## config.mk

```make
export PLATFORM = sky130hd
export DESIGN_NAME = drb_ctrl
export DESIGN_NICKNAME = d
export VERILOG_FILES = /design/src/rtl/core/drb_pkg.sv /design/src/rtl/core/drb_ctrl.sv
export SDC_FILE = /design/constraint.sdc
export NUM_CORES = 1
export LEC_CHECK = 0
export BUFFER_PORTS_ARGS = -buffer_cell sky130_fd_sc_hd__buf_2
export CAP_MARGIN = 30
export CORE_AREA = 5 5 42 44
export DETAILED_ROUTE_END_ITERATION = 12
export DIE_AREA = 0 0 47 49
export HOLD_SLACK_MARGIN = 0.15
export PLACE_DENSITY = 0.34
export SLEW_MARGIN = 20
export SYNTH_ARGS = -nofsm -noshare
export SYNTH_HDL_FRONTEND = slang
export SYNTH_SLANG_ARGS = --single-unit
export TNS_END_PERCENT = 100
```

## constraint.sdc

```tcl
create_clock -name clock -period 1.8 [get_ports clock]
set_input_delay 0.27 -clock clock [delete_from_list [all_inputs] [get_ports clock]]
set_output_delay 0.27 -clock clock [all_outputs]
set_load 0.1 [all_outputs]
```

## src/rtl/core/drb_pkg.sv

```systemverilog
// shared types, constants and parameter defaults of the replacement policy block
// no dependencies
package drb_pkg;

   localparam int DEF_SETS        = 2048;
   localparam int DEF_WAYS        = 16;
   localparam int DEF_MAX_LEADERS = 64;

   localparam logic       MODE_VICTIM  = 1'b0;
   localparam logic       MODE_UPDATE  = 1'b1;
   localparam logic [1:0] RRPV_MAX     = 2'd3;
   localparam logic [1:0] DEAD_MAX     = 2'd3;
   localparam logic [1:0] DEAD_FAR     = 2'd2;
   localparam logic [9:0] SEL_MID      = 10'd512;
   localparam logic [9:0] SEL_MAX      = 10'd1023;
   localparam logic [6:0] LEADER_RESET = 7'd64;
   localparam int         RED_SHIFT    = 22;

   // controller to datapath
   typedef struct packed {
      logic clear_we;
      logic load;
      logic read;
      logic commit;
   } cmd_type;

   // datapath to controller
   typedef struct packed {
      logic clear_last;
      logic out_free;
   } sts_type;

endpackage

```

## src/rtl/core/drb_ctrl.sv

```systemverilog
// sequencer of the replacement policy block: clearing pass, accept, read, commit
// depends on drb_pkg
module drb_ctrl
   import drb_pkg::*;
(
   input  logic    clock,
   input  logic    reset,
   input  logic    req_tvalid,
   output logic    req_tready,
   input  sts_type sts,
   output cmd_type cmd
);

   localparam logic [1:0] ST_CLEAR = 2'd0;
   localparam logic [1:0] ST_IDLE  = 2'd1;
   localparam logic [1:0] ST_READ  = 2'd2;
   localparam logic [1:0] ST_MOD   = 2'd3;

   logic [1:0] state_ff, state_in;

   always_comb begin
      state_in   = state_ff;
      cmd        = '0;
      req_tready = 1'b0;
      unique case (state_ff)
         ST_CLEAR: begin
            cmd.clear_we = 1'b1;
            if (sts.clear_last) state_in = ST_IDLE;
         end
         ST_IDLE: begin
            req_tready = 1'b1;
            if (req_tvalid) begin
               cmd.load = 1'b1;
               state_in = ST_READ;
            end
         end
         ST_READ: begin
            cmd.read = 1'b1;
            state_in = ST_MOD;
         end
         ST_MOD: begin
            if (sts.out_free) begin
               cmd.commit = 1'b1;
               state_in   = ST_IDLE;
            end
         end
         default: state_in = ST_CLEAR;
      endcase
   end

   always_ff @(posedge clock) begin
      if (reset) state_ff <= ST_CLEAR;
      else       state_ff <= state_in;
   end

endmodule

```

After elaboration in Yosys (flattened, before gate mapping). Cells that the tools add are included.

Bits of input ports: 5. Word-level logic and storage cells: 20. Bits in registers: 2. Output and inout port bits: 5.

Equal/unequal tests: 6. Multiplexer cells: 11. Reductions and logical operators: 2.

Operator list (count): $pmux 2 s4 (1); $mux 1 (7); $mux 2 (3); $ne 2x2->1 const B (3); $eq 2x2->1 const B (2); $reduce_and 3->1 (1); $eq 2x1->1 const B (1); $logic_not 2->1 (1).

Longest topological paths before layout. Gate-level depths: netlist of run 1.

Depth after elaboration: 3. Gate-level depth with buffers: 4. Mapped depth without buffers: 4.

Least setup slack after synthesis of run 1. No wires, ideal clock.

Path type: flip-flop to output port. From: reg state_ff[1]. To: out cmd[2] (netlist name). Buffers on the path: 0. Arrival: 1.850 ns. Required time: 1.530 ns. Cell stages (with the launch flop): 4. Path slack: -0.320 ns. Cell sequence: dfxtp_1 -> inv_1 -> ha_1 -> and2_2.

RTL lines: start: declaration (line drb_ctrl.sv:19) `logic [1:0] state_ff, state_in;`; start signal: assignment (line drb_ctrl.sv:53) `else state_ff <= state_in;`; end: declaration (line drb_ctrl.sv:11) `output cmd_type cmd`.

==> results_dict.tcl, run 1 <==
set metrics [dict create \
    dp_hpwl_um 383 \
    layout_common_cells "buf_2 (9), inv_1 (4), ha_1 (3), clkbuf_4 (3)" \
    crit_path_max_incr_delay_ns 0.41 \
    rsz0062_at_grt "no" \
    numCtsBuffers 3 \
    final_cells 49 \
    grt_max_degree 5 \
    cpMaxStageDelayCell "buf_2" \
    largest_reg_flops 2 \
    fillCellCount 161 \
    std_cell_rows 14 \
    cts_root_buffer "clkbuf_4" \
    drc 0 \
    boundaryPins 10 \
    clockBufferDepth 2 \
    slew_headroom_pct 67.7 \
    reg2reg_to "state_ff[0]$_SDFFE_PP0P_" \
    setup_tns_ns 0 \
    ys_warn_count 0 \
    via_count 176 \
    end_kind "primary output" \
    largest_register "state_ff" \
    cp_cell_sequence "inv_1 -> ha_2 -> and2_2 -> buf_2" \
    slew_violations 0 \
    synth-xor-area-share_pct 0 \
    reg2reg_from "state_ff[1]$_SDFFE_PP0P_" \
    clk_pin_slew_ns 0.03 \
    setup_viol 0 \
    cp_top_family "buffers and inverters" \
    ys_seq_area_share_pct 21.3 \
    core-area_mm2 0.00140 \
    grt_usage_pct 4.64 \
    critPathBufInv 2 \
    finalWeightedCongestion 0.732 \
    vias_per_cell 3.59 \
    syn_nets 31 \
    clock-sinks 2 \
    grt_pass1_wl_um 738 \
    cp_max_fo 4 \
    ctsHtreeMaxLevel 1 \
    achievable-frequency_mhz 597 \
    die-area_mm2 0.00230 \
    critPathArrivalTime_ns 1.41 \
    dr.pass1.iters 4 \
    synth_top_family_by_area "adder cells" \
    ys_types 11 \
    port_buffers 9 \
    clk-insertion-delay-late_ns 0.22 \
    worstSetupPathDepth 4 \
    fin_skew_ns 0.00192 \
    routed_wirelength_um 445 \
    area_delta_synth_final_pct 49.3 \
    ctsResizeCount 0 \
    start_util_pct 13.4 \
    insertedDiodeCount 0 \
    nNetsFinal 45 \
    synthesis.instances 21 \
    hp-class "primary input to register" \
    fin_crit_ns 1.68 \
    die_w_um 47 \
    hold_viol_final 0 \
    synth.avg_cell_area_um2 8.94 \
    worstPathRequired_ns 1.53 \
    post_cts_buffers 0 \
    synth.area.mux_share_pct 11.3 \
    r2r_setup_slack_ns 0.18 \
    worstMarginPinSlew_ns 0.488 \
    ant_nets 0 \
    cts_hold_buf 0 \
    mostFrequentLayoutCell "buf_2" \
    synthAdderAreaFrac_pct 33.3 \
    crit_end "cmd[2]" \
    die_h_um 49 \
    crit_start "state_ff[1]$_SDFFE_PP0P_" \
    antenna_found_initial 0 \
    overflow 0 \
    hold_ws_ns 0.359 \
    dp_cells 46 \
    dr.first_iter.drc_count 1 \
    reg_top3 "state_ff: 2 flops" \
    worstSetupPathType "register to primary output" \
    worstRegToRegCells 4 \
    status "finished clean" \
    min_from "reset" \
    period_share_pct 93.1 \
    yosys.area_share.simple_pct 18.0 \
    max_cap_violations 0 \
    synth-seq-cells 2 \
    crit_path_start_kind "register" \
    layout-drive-gt1-share_pct 48.5 \
    wl_per_cell_um 9.08 \
    tritoncts "yes" \
    grt_pass1_vias 197 \
    syn-cell-area_um2 188 \
    synth_compound_area_share_pct 5.33 \
]
## worst register-to-register path: cells and delay by family (launching register included)
kind	cells	cell delay, ns
compound gates	1	0.47
buf+inv	1	0.10
mux	1	0.36
fa+ha+maj	1	0.19
flops	1	0.37
## metrics by stage
stage | cell area [um2] | setup WS (ns) | util (%)
final | 280 | 0.124 | 20.0
after global routing | 280 | 0.0236 | 20.0
after CTS | 280 | 0.0951 | 20.0
after detailed placement | 258 | 0.138 | 18.4
after global placement | 258 | 0.150 | 18.4
after floorplan | 193 | 0.00970 | -
## final cells by class
cell class	instances	area (um2)	area share, %
tap	16	20.0	7.14
sequential	2	40.0	14.3
multi-input combinational	14	133	47.3
inverter	5	20.0	7.14
clock buffer	3	22.5	8.04
timing repair buffer	9	45.0	16.1
## layer usage
layer | wire, um | global-route usage (%) | vias up | part of all wire, %
met5 | 0 | 0 | - | 0
met4 | 0 | 4.15 | 0 | 0
met3 | 65 | 2.58 | 0 | 15
met2 | 185 | 6.11 | 10 | 42
met1 | 194 | 5.03 | 76 | 44
li1 | - | - | 90 | -
## kinds of logic after synthesis
| logic type | Yosys count |
|---|---|
| buffers and inverters | 5 |
| multiplexers | 2 |
| AND/OR/NAND/NOR | 6 |
| flip-flops | 2 |
| adder cells (fa/ha/maj) | 5 |
| AO/OA/AOI/OAI | 1 |
## how the worst min path moves through the flow
stage,slack (ns),to,depth (start not counted)
floorplan,0.45,state_ff[1]$_SDFFE_PP0P_,2
global placement,0.51,state_ff[1]$_SDFFE_PP0P_,2
detailed placement,0.52,state_ff[1]$_SDFFE_PP0P_,2
CTS,0.35,state_ff[1]$_SDFFE_PP0P_,3
global route,0.40,state_ff[1]$_SDFFE_PP0P_,3
finish,0.36,state_ff[1]$_SDFFE_PP0P_,3
## cells in the mapped netlist (all sizes together)
library cell | instances | area share [%]
nor2 | 2 | 4.0
a222oi | 1 | 5.3
mux2 | 1 | 6.0
nand2b | 2 | 6.7
mux2i | 1 | 5.3
inv | 4 | 8.0
ha | 5 | 33
dfxtp | 2 | 21
and2 | 2 | 7.3
clkinvlp | 1 | 2.7
Power of run 1 is left out: the tool's default activity adds up to more than one toggle a clock period on the data nets, which glitch-free logic cannot reach.
==> run 2: changes to the inputs <==
--- a/config.mk
+++ b/config.mk
@@ -13,5 +13,4 @@
 export HOLD_SLACK_MARGIN = 0.15
 export PLACE_DENSITY = 0.34
-export SLEW_MARGIN = 20
 export SYNTH_ARGS = -nofsm -noshare
 export SYNTH_HDL_FRONTEND = slang
==> constraint.sdc (replaced) <==
create_clock -name clock -period 1.8 [get_ports clock]
set_input_delay 0.45 -clock clock [delete_from_list [all_inputs] [get_ports clock]]
set_output_delay 0.45 -clock clock [all_outputs]
set_load 0.1 [all_outputs]
==> run 2 against run 1 <==
Effect of this change: via count up 1.1%; critical path depth unchanged; flip-flop and latch count unchanged; maximum frequency down 1.8%; sequential share of layout area decreased by 2.5 points; first-iteration DRC count rose to 3.0 times the previous value; die area did not move; global-route usage did not move; utilization increased by 4.3 points; cell count did not move; cell area up 21%; non-clock buffer count stayed put.
==> results_dict.tcl, run 2 (synthesis results as in run 1) <==
set metrics [dict create \
    status "finished clean" \
    r2r_setup_slack_ns 0.15 \
    grt_pass1_vias 181 \
    boundaryPins 10 \
    dr.pass1.iters 4 \
    place_ws_ns 0.116 \
    overflow 0 \
    die_h_um 49 \
    crit_start "state_ff[1]$_SDFFE_PP0P_" \
    start_util_pct 13.4 \
    critPathArrivalTime_ns 1.26 \
    dr.first_iter.drc_count 3 \
    nNetsFinal 45 \
    layout-drive-gt1-share_pct 48.5 \
    layout_common_cells "buf_2 (5), inv_1 (4), buf_12 (4)" \
    std_cell_rows 14 \
    layout_setup_ws_ns 0.0928 \
    largest_register "state_ff" \
    insertedDiodeCount 0 \
    ctsResizeCount 0 \
    hp-class "register to register" \
    max_cap_violations 0 \
    die-area_mm2 0.00230 \
    slew_headroom_pct 67.8 \
    wl_per_cell_um 8.82 \
    hold_end "state_ff[1]$_SDFFE_PP0P_" \
    reg2reg_from "state_ff[1]$_SDFFE_PP0P_" \
    grt_max_degree 5 \
    reg_top3 "state_ff: 2 flops" \
    grt_pass1_wl_um 710 \
    rsz0062_at_grt "no" \
    fin_skew_ns 0.00604 \
    largest_reg_flops 2 \
    die_w_um 47 \
    post_cts_buffers 0 \
    dp_cells 46 \
    worstMarginPinSlew_ns 0.484 \
    crit_path_start_kind "register" \
    dp_hpwl_um 376 \
    cts_hold_buf 0 \
    drc 0 \
    ctsHtreeMaxLevel 1 \
    routed_wirelength_um 432 \
    clock-sinks 2 \
    achievable-frequency_mhz 586 \
    grt_usage_pct 4.64 \
    clk_pin_slew_ns 0.03 \
    worstSetupPathType "register to primary output" \
    clockBufferDepth 2 \
    tritoncts "yes" \
    vias_per_cell 3.63 \
    antenna_found_initial 0 \
    finalWeightedCongestion 0.678 \
    worstRegToRegCells 4 \
    fin_crit_ns 1.71 \
    placed_cell_area_um2 318 \
    port_buffers 9 \
    numCtsBuffers 3 \
    hold_depth 2 \
    setup_tns_ns 0 \
    reg2reg_to "state_ff[0]$_SDFFE_PP0P_" \
    slew_violations 0 \
    clk-insertion-delay-late_ns 0.22 \
    via_count 178 \
    hold_viol_final 0 \
    setup_viol 0 \
    end_kind "primary output" \
    area_delta_synth_final_pct 81.3 \
    min_from "state_ff[1]$_SDFFE_PP0P_" \
    period_share_pct 94.8 \
    post-route-cell-area_um2 340 \
    worstPathRequired_ns 1.35 \
    final_cells 49 \
    cts_root_buffer "clkbuf_4" \
    ant_nets 0 \
    core-area_mm2 0.00140 \
    mostFrequentLayoutCell "buf_2" \
    cp_max_fo 4 \
]
[run 2: worst max-delay path, cell delays in order (launching register included)]
cell,delay [ns]
dfxtp_1,0.37
inv_1,0.10
ha_2,0.21
and2_2,0.19
buf_12,0.16
[run 2: how the worst max path moves through the flow]
stage | cells after the start | slack [ns] | end
CTS | 4 | 0.07 | cmd[2]
global route | 4 | 0.03 | cmd[2]
detailed placement | 4 | 0.12 | state_ff[0]$_SDFFE_PP0P_
finish | 4 | 0.09 | cmd[2]
global placement | 4 | 0.19 | state_ff[0]$_SDFFE_PP0P_
floorplan | 3 | -0.17 | cmd[2]
[run 2: final cells by class]
type,count,area [um2]
Multi-Input combinational cell,14,133
Sequential cell,2,40.0
Tap cell,16,20.0
Clock buffer,3,22.5
Timing Repair Buffer,9,105
Fill cell,155,1060
Inverter,5,20.0
[run 2: per-layer routing]
layer / track usage (%) / vias to the layer above / routed length (um)
met5: 0 / - / 0
met4: 2.76 / 0 / 0
met3: 4.80 / 0 / 70
met2: 5.20 / 12 / 167
met1: 5.25 / 77 / 194
li1: - / 89 / -
[run 2: through the flow]
step           util [%]  hold WS [ns]
2_1_floorplan         -         0.481
3_3_place_gp       22.7         0.498
3_5_place_dp       22.7         0.520
4_1_cts            24.3         0.523
5_1_grt            24.3         0.549
6_report           24.3         0.516
Power of run 2 is left out for the same reason.
==> run 3: changes to the inputs <==
BUFFER_PORTS_ARGS = -buffer_cell sky130_fd_sc_hd__buf_4   (was -buffer_cell sky130_fd_sc_hd__buf_2)
==> run 3 against run 2 <==
Effect of this change: register-to-register slack better by 0.02 ns; worst hold slack worse by 0.020 ns; utilization is 2.6 points lower; sequential share of layout area is 1.8 points higher; highest routed layer unchanged.
==> results_dict.tcl, run 3 (synthesis results as in run 1) <==
set metrics [dict create \
    fillCellCount 164 \
    fin_skew_ns 0.00126 \
    critPathBufInv 2 \
    worstPathRequired_ns 1.35 \
    layout_setup_ws_ns 0.0973 \
    status "finished clean" \
    mostFrequentLayoutCell "buf_4" \
    clockBufferDepth 2 \
    rsz0062_at_grt "no" \
    overflow 0 \
    layout-drive-gt1-share_pct 51.5 \
    die_h_um 49 \
    via_count 173 \
    largest_register "state_ff" \
    cp_cell_sequence "inv_1 -> ha_2 -> and2_2 -> buf_4" \
    achievable-frequency_mhz 587 \
    clk-insertion-delay-late_ns 0.22 \
    drc 0 \
    std_cell_rows 14 \
    end_kind "primary output" \
    worstSetupPathType "register to primary output" \
    fin_crit_ns 1.70 \
    clk_pin_slew_ns 0.03 \
    ant_nets 0 \
    cp_max_fo 4 \
    layout_common_cells "buf_4 (9), inv_1 (4), ha_1 (3), clkbuf_4 (3)" \
    wl_per_cell_um 8.53 \
    grt_max_degree 5 \
    place_ws_ns 0.147 \
    routed_wirelength_um 418 \
    dr.first_iter.drc_count 3 \
    dr.pass1.iters 4 \
    hold_viol_final 0 \
    start_util_pct 13.4 \
    grt_pass1_vias 185 \
    port_buffers 9 \
    tritoncts "yes" \
    slew_violations 0 \
    insertedDiodeCount 0 \
    reg_top3 "state_ff: 2 flops" \
    finalWeightedCongestion 0.730 \
    critPathArrivalTime_ns 1.25 \
    die_w_um 47 \
    area_delta_synth_final_pct 62.0 \
    crit_path_start_kind "register" \
    boundaryPins 10 \
    hp-class "register to register" \
    cts_root_buffer "clkbuf_4" \
    cts_hold_buf 0 \
    numCtsBuffers 3 \
    slew_headroom_pct 66.8 \
    post_cts_buffers 0 \
    grt_pass1_wl_um 683 \
    ctsHtreeMaxLevel 1 \
    ctsResizeCount 0 \
    antenna_found_initial 0 \
    core-area_mm2 0.00140 \
    clock-sinks 2 \
    max_cap_violations 0 \
    nNetsFinal 45 \
    worstMarginPinSlew_ns 0.498 \
    vias_per_cell 3.53 \
    largest_reg_flops 2 \
    period_share_pct 94.6 \
    die-area_mm2 0.00230 \
    cp_top_family "buffers and inverters" \
    cpMaxStageDelayCell "dfxtp_2" \
    grt_usage_pct 4.29 \
    setup_viol 0 \
    crit_path_max_incr_delay_ns 0.33 \
]
## run 3: changes by cell type in the layout (fill, tap and decap cells not counted)
cell | previous run | this run
buf_12 | 4 | 0
buf_2 | 5 | 0
buf_4 | 0 | 9
dfxtp_1 | 2 | 1
dfxtp_2 | 0 | 1
## run 3: per-stage QoR
| step | hold WS, ns | util, % | cells | TNS, ns | cell area, um2 |
|---|---|---|---|---|---|
| floorplan | 0.481 | - | 21 | -0.170 | 193 |
| global placement | 0.519 | 20.0 | 46 | 0 | 280 |
| detailed placement | 0.524 | 20.0 | 46 | 0 | 280 |
| CTS | 0.524 | 21.6 | 49 | 0 | 303 |
| global route | 0.520 | 21.7 | 49 | 0 | 304 |
| finish | 0.496 | 21.7 | 49 | 0 | 304 |
## run 3: path summary, 6_finish.rpt
path	startpoint	end	slack, ns	depth (start not counted)
hold reg to reg	state_ff[1]$_SDFFE_PP0P_	state_ff[1]$_SDFFE_PP0P_	0.50	2
hold / removal	state_ff[1]$_SDFFE_PP0P_	state_ff[1]$_SDFFE_PP0P_	0.50	2
setup / recovery	state_ff[1]$_SDFFE_PP0P_	cmd[2]	0.1	4
setup reg to reg	state_ff[0]$_SDFFE_PP0P_	state_ff[0]$_SDFFE_PP0P_	0.17	4
## run 3: tightest hold or removal path: stages (launching register included)
cell      delay (ns)
dfxtp_2         0.33
nand2b_1        0.06
mux2i_1         0.06
## run 3: final cells by class
cell class	instances	area (um2)	area share, %
Tap cell	16	20.0	6.58
Sequential cell	2	41.3	13.6
Timing Repair Buffer	9	67.6	22.2
Multi-Input combinational cell	14	133	43.6
Clock buffer	3	22.5	7.41
Inverter	5	20.0	6.58
## run 3: routing by layer
layer	wire length (um)	global-route usage [%]	share of wire [%]	vias to the layer above
met5	0	0	0	-
met4	0	4.15	0	0
met3	75	2.95	18	0
met2	152	4.98	36	10
met1	190	4.81	45	74
li1	-	-	-	89
Power of run 3 is left out for the same reason.
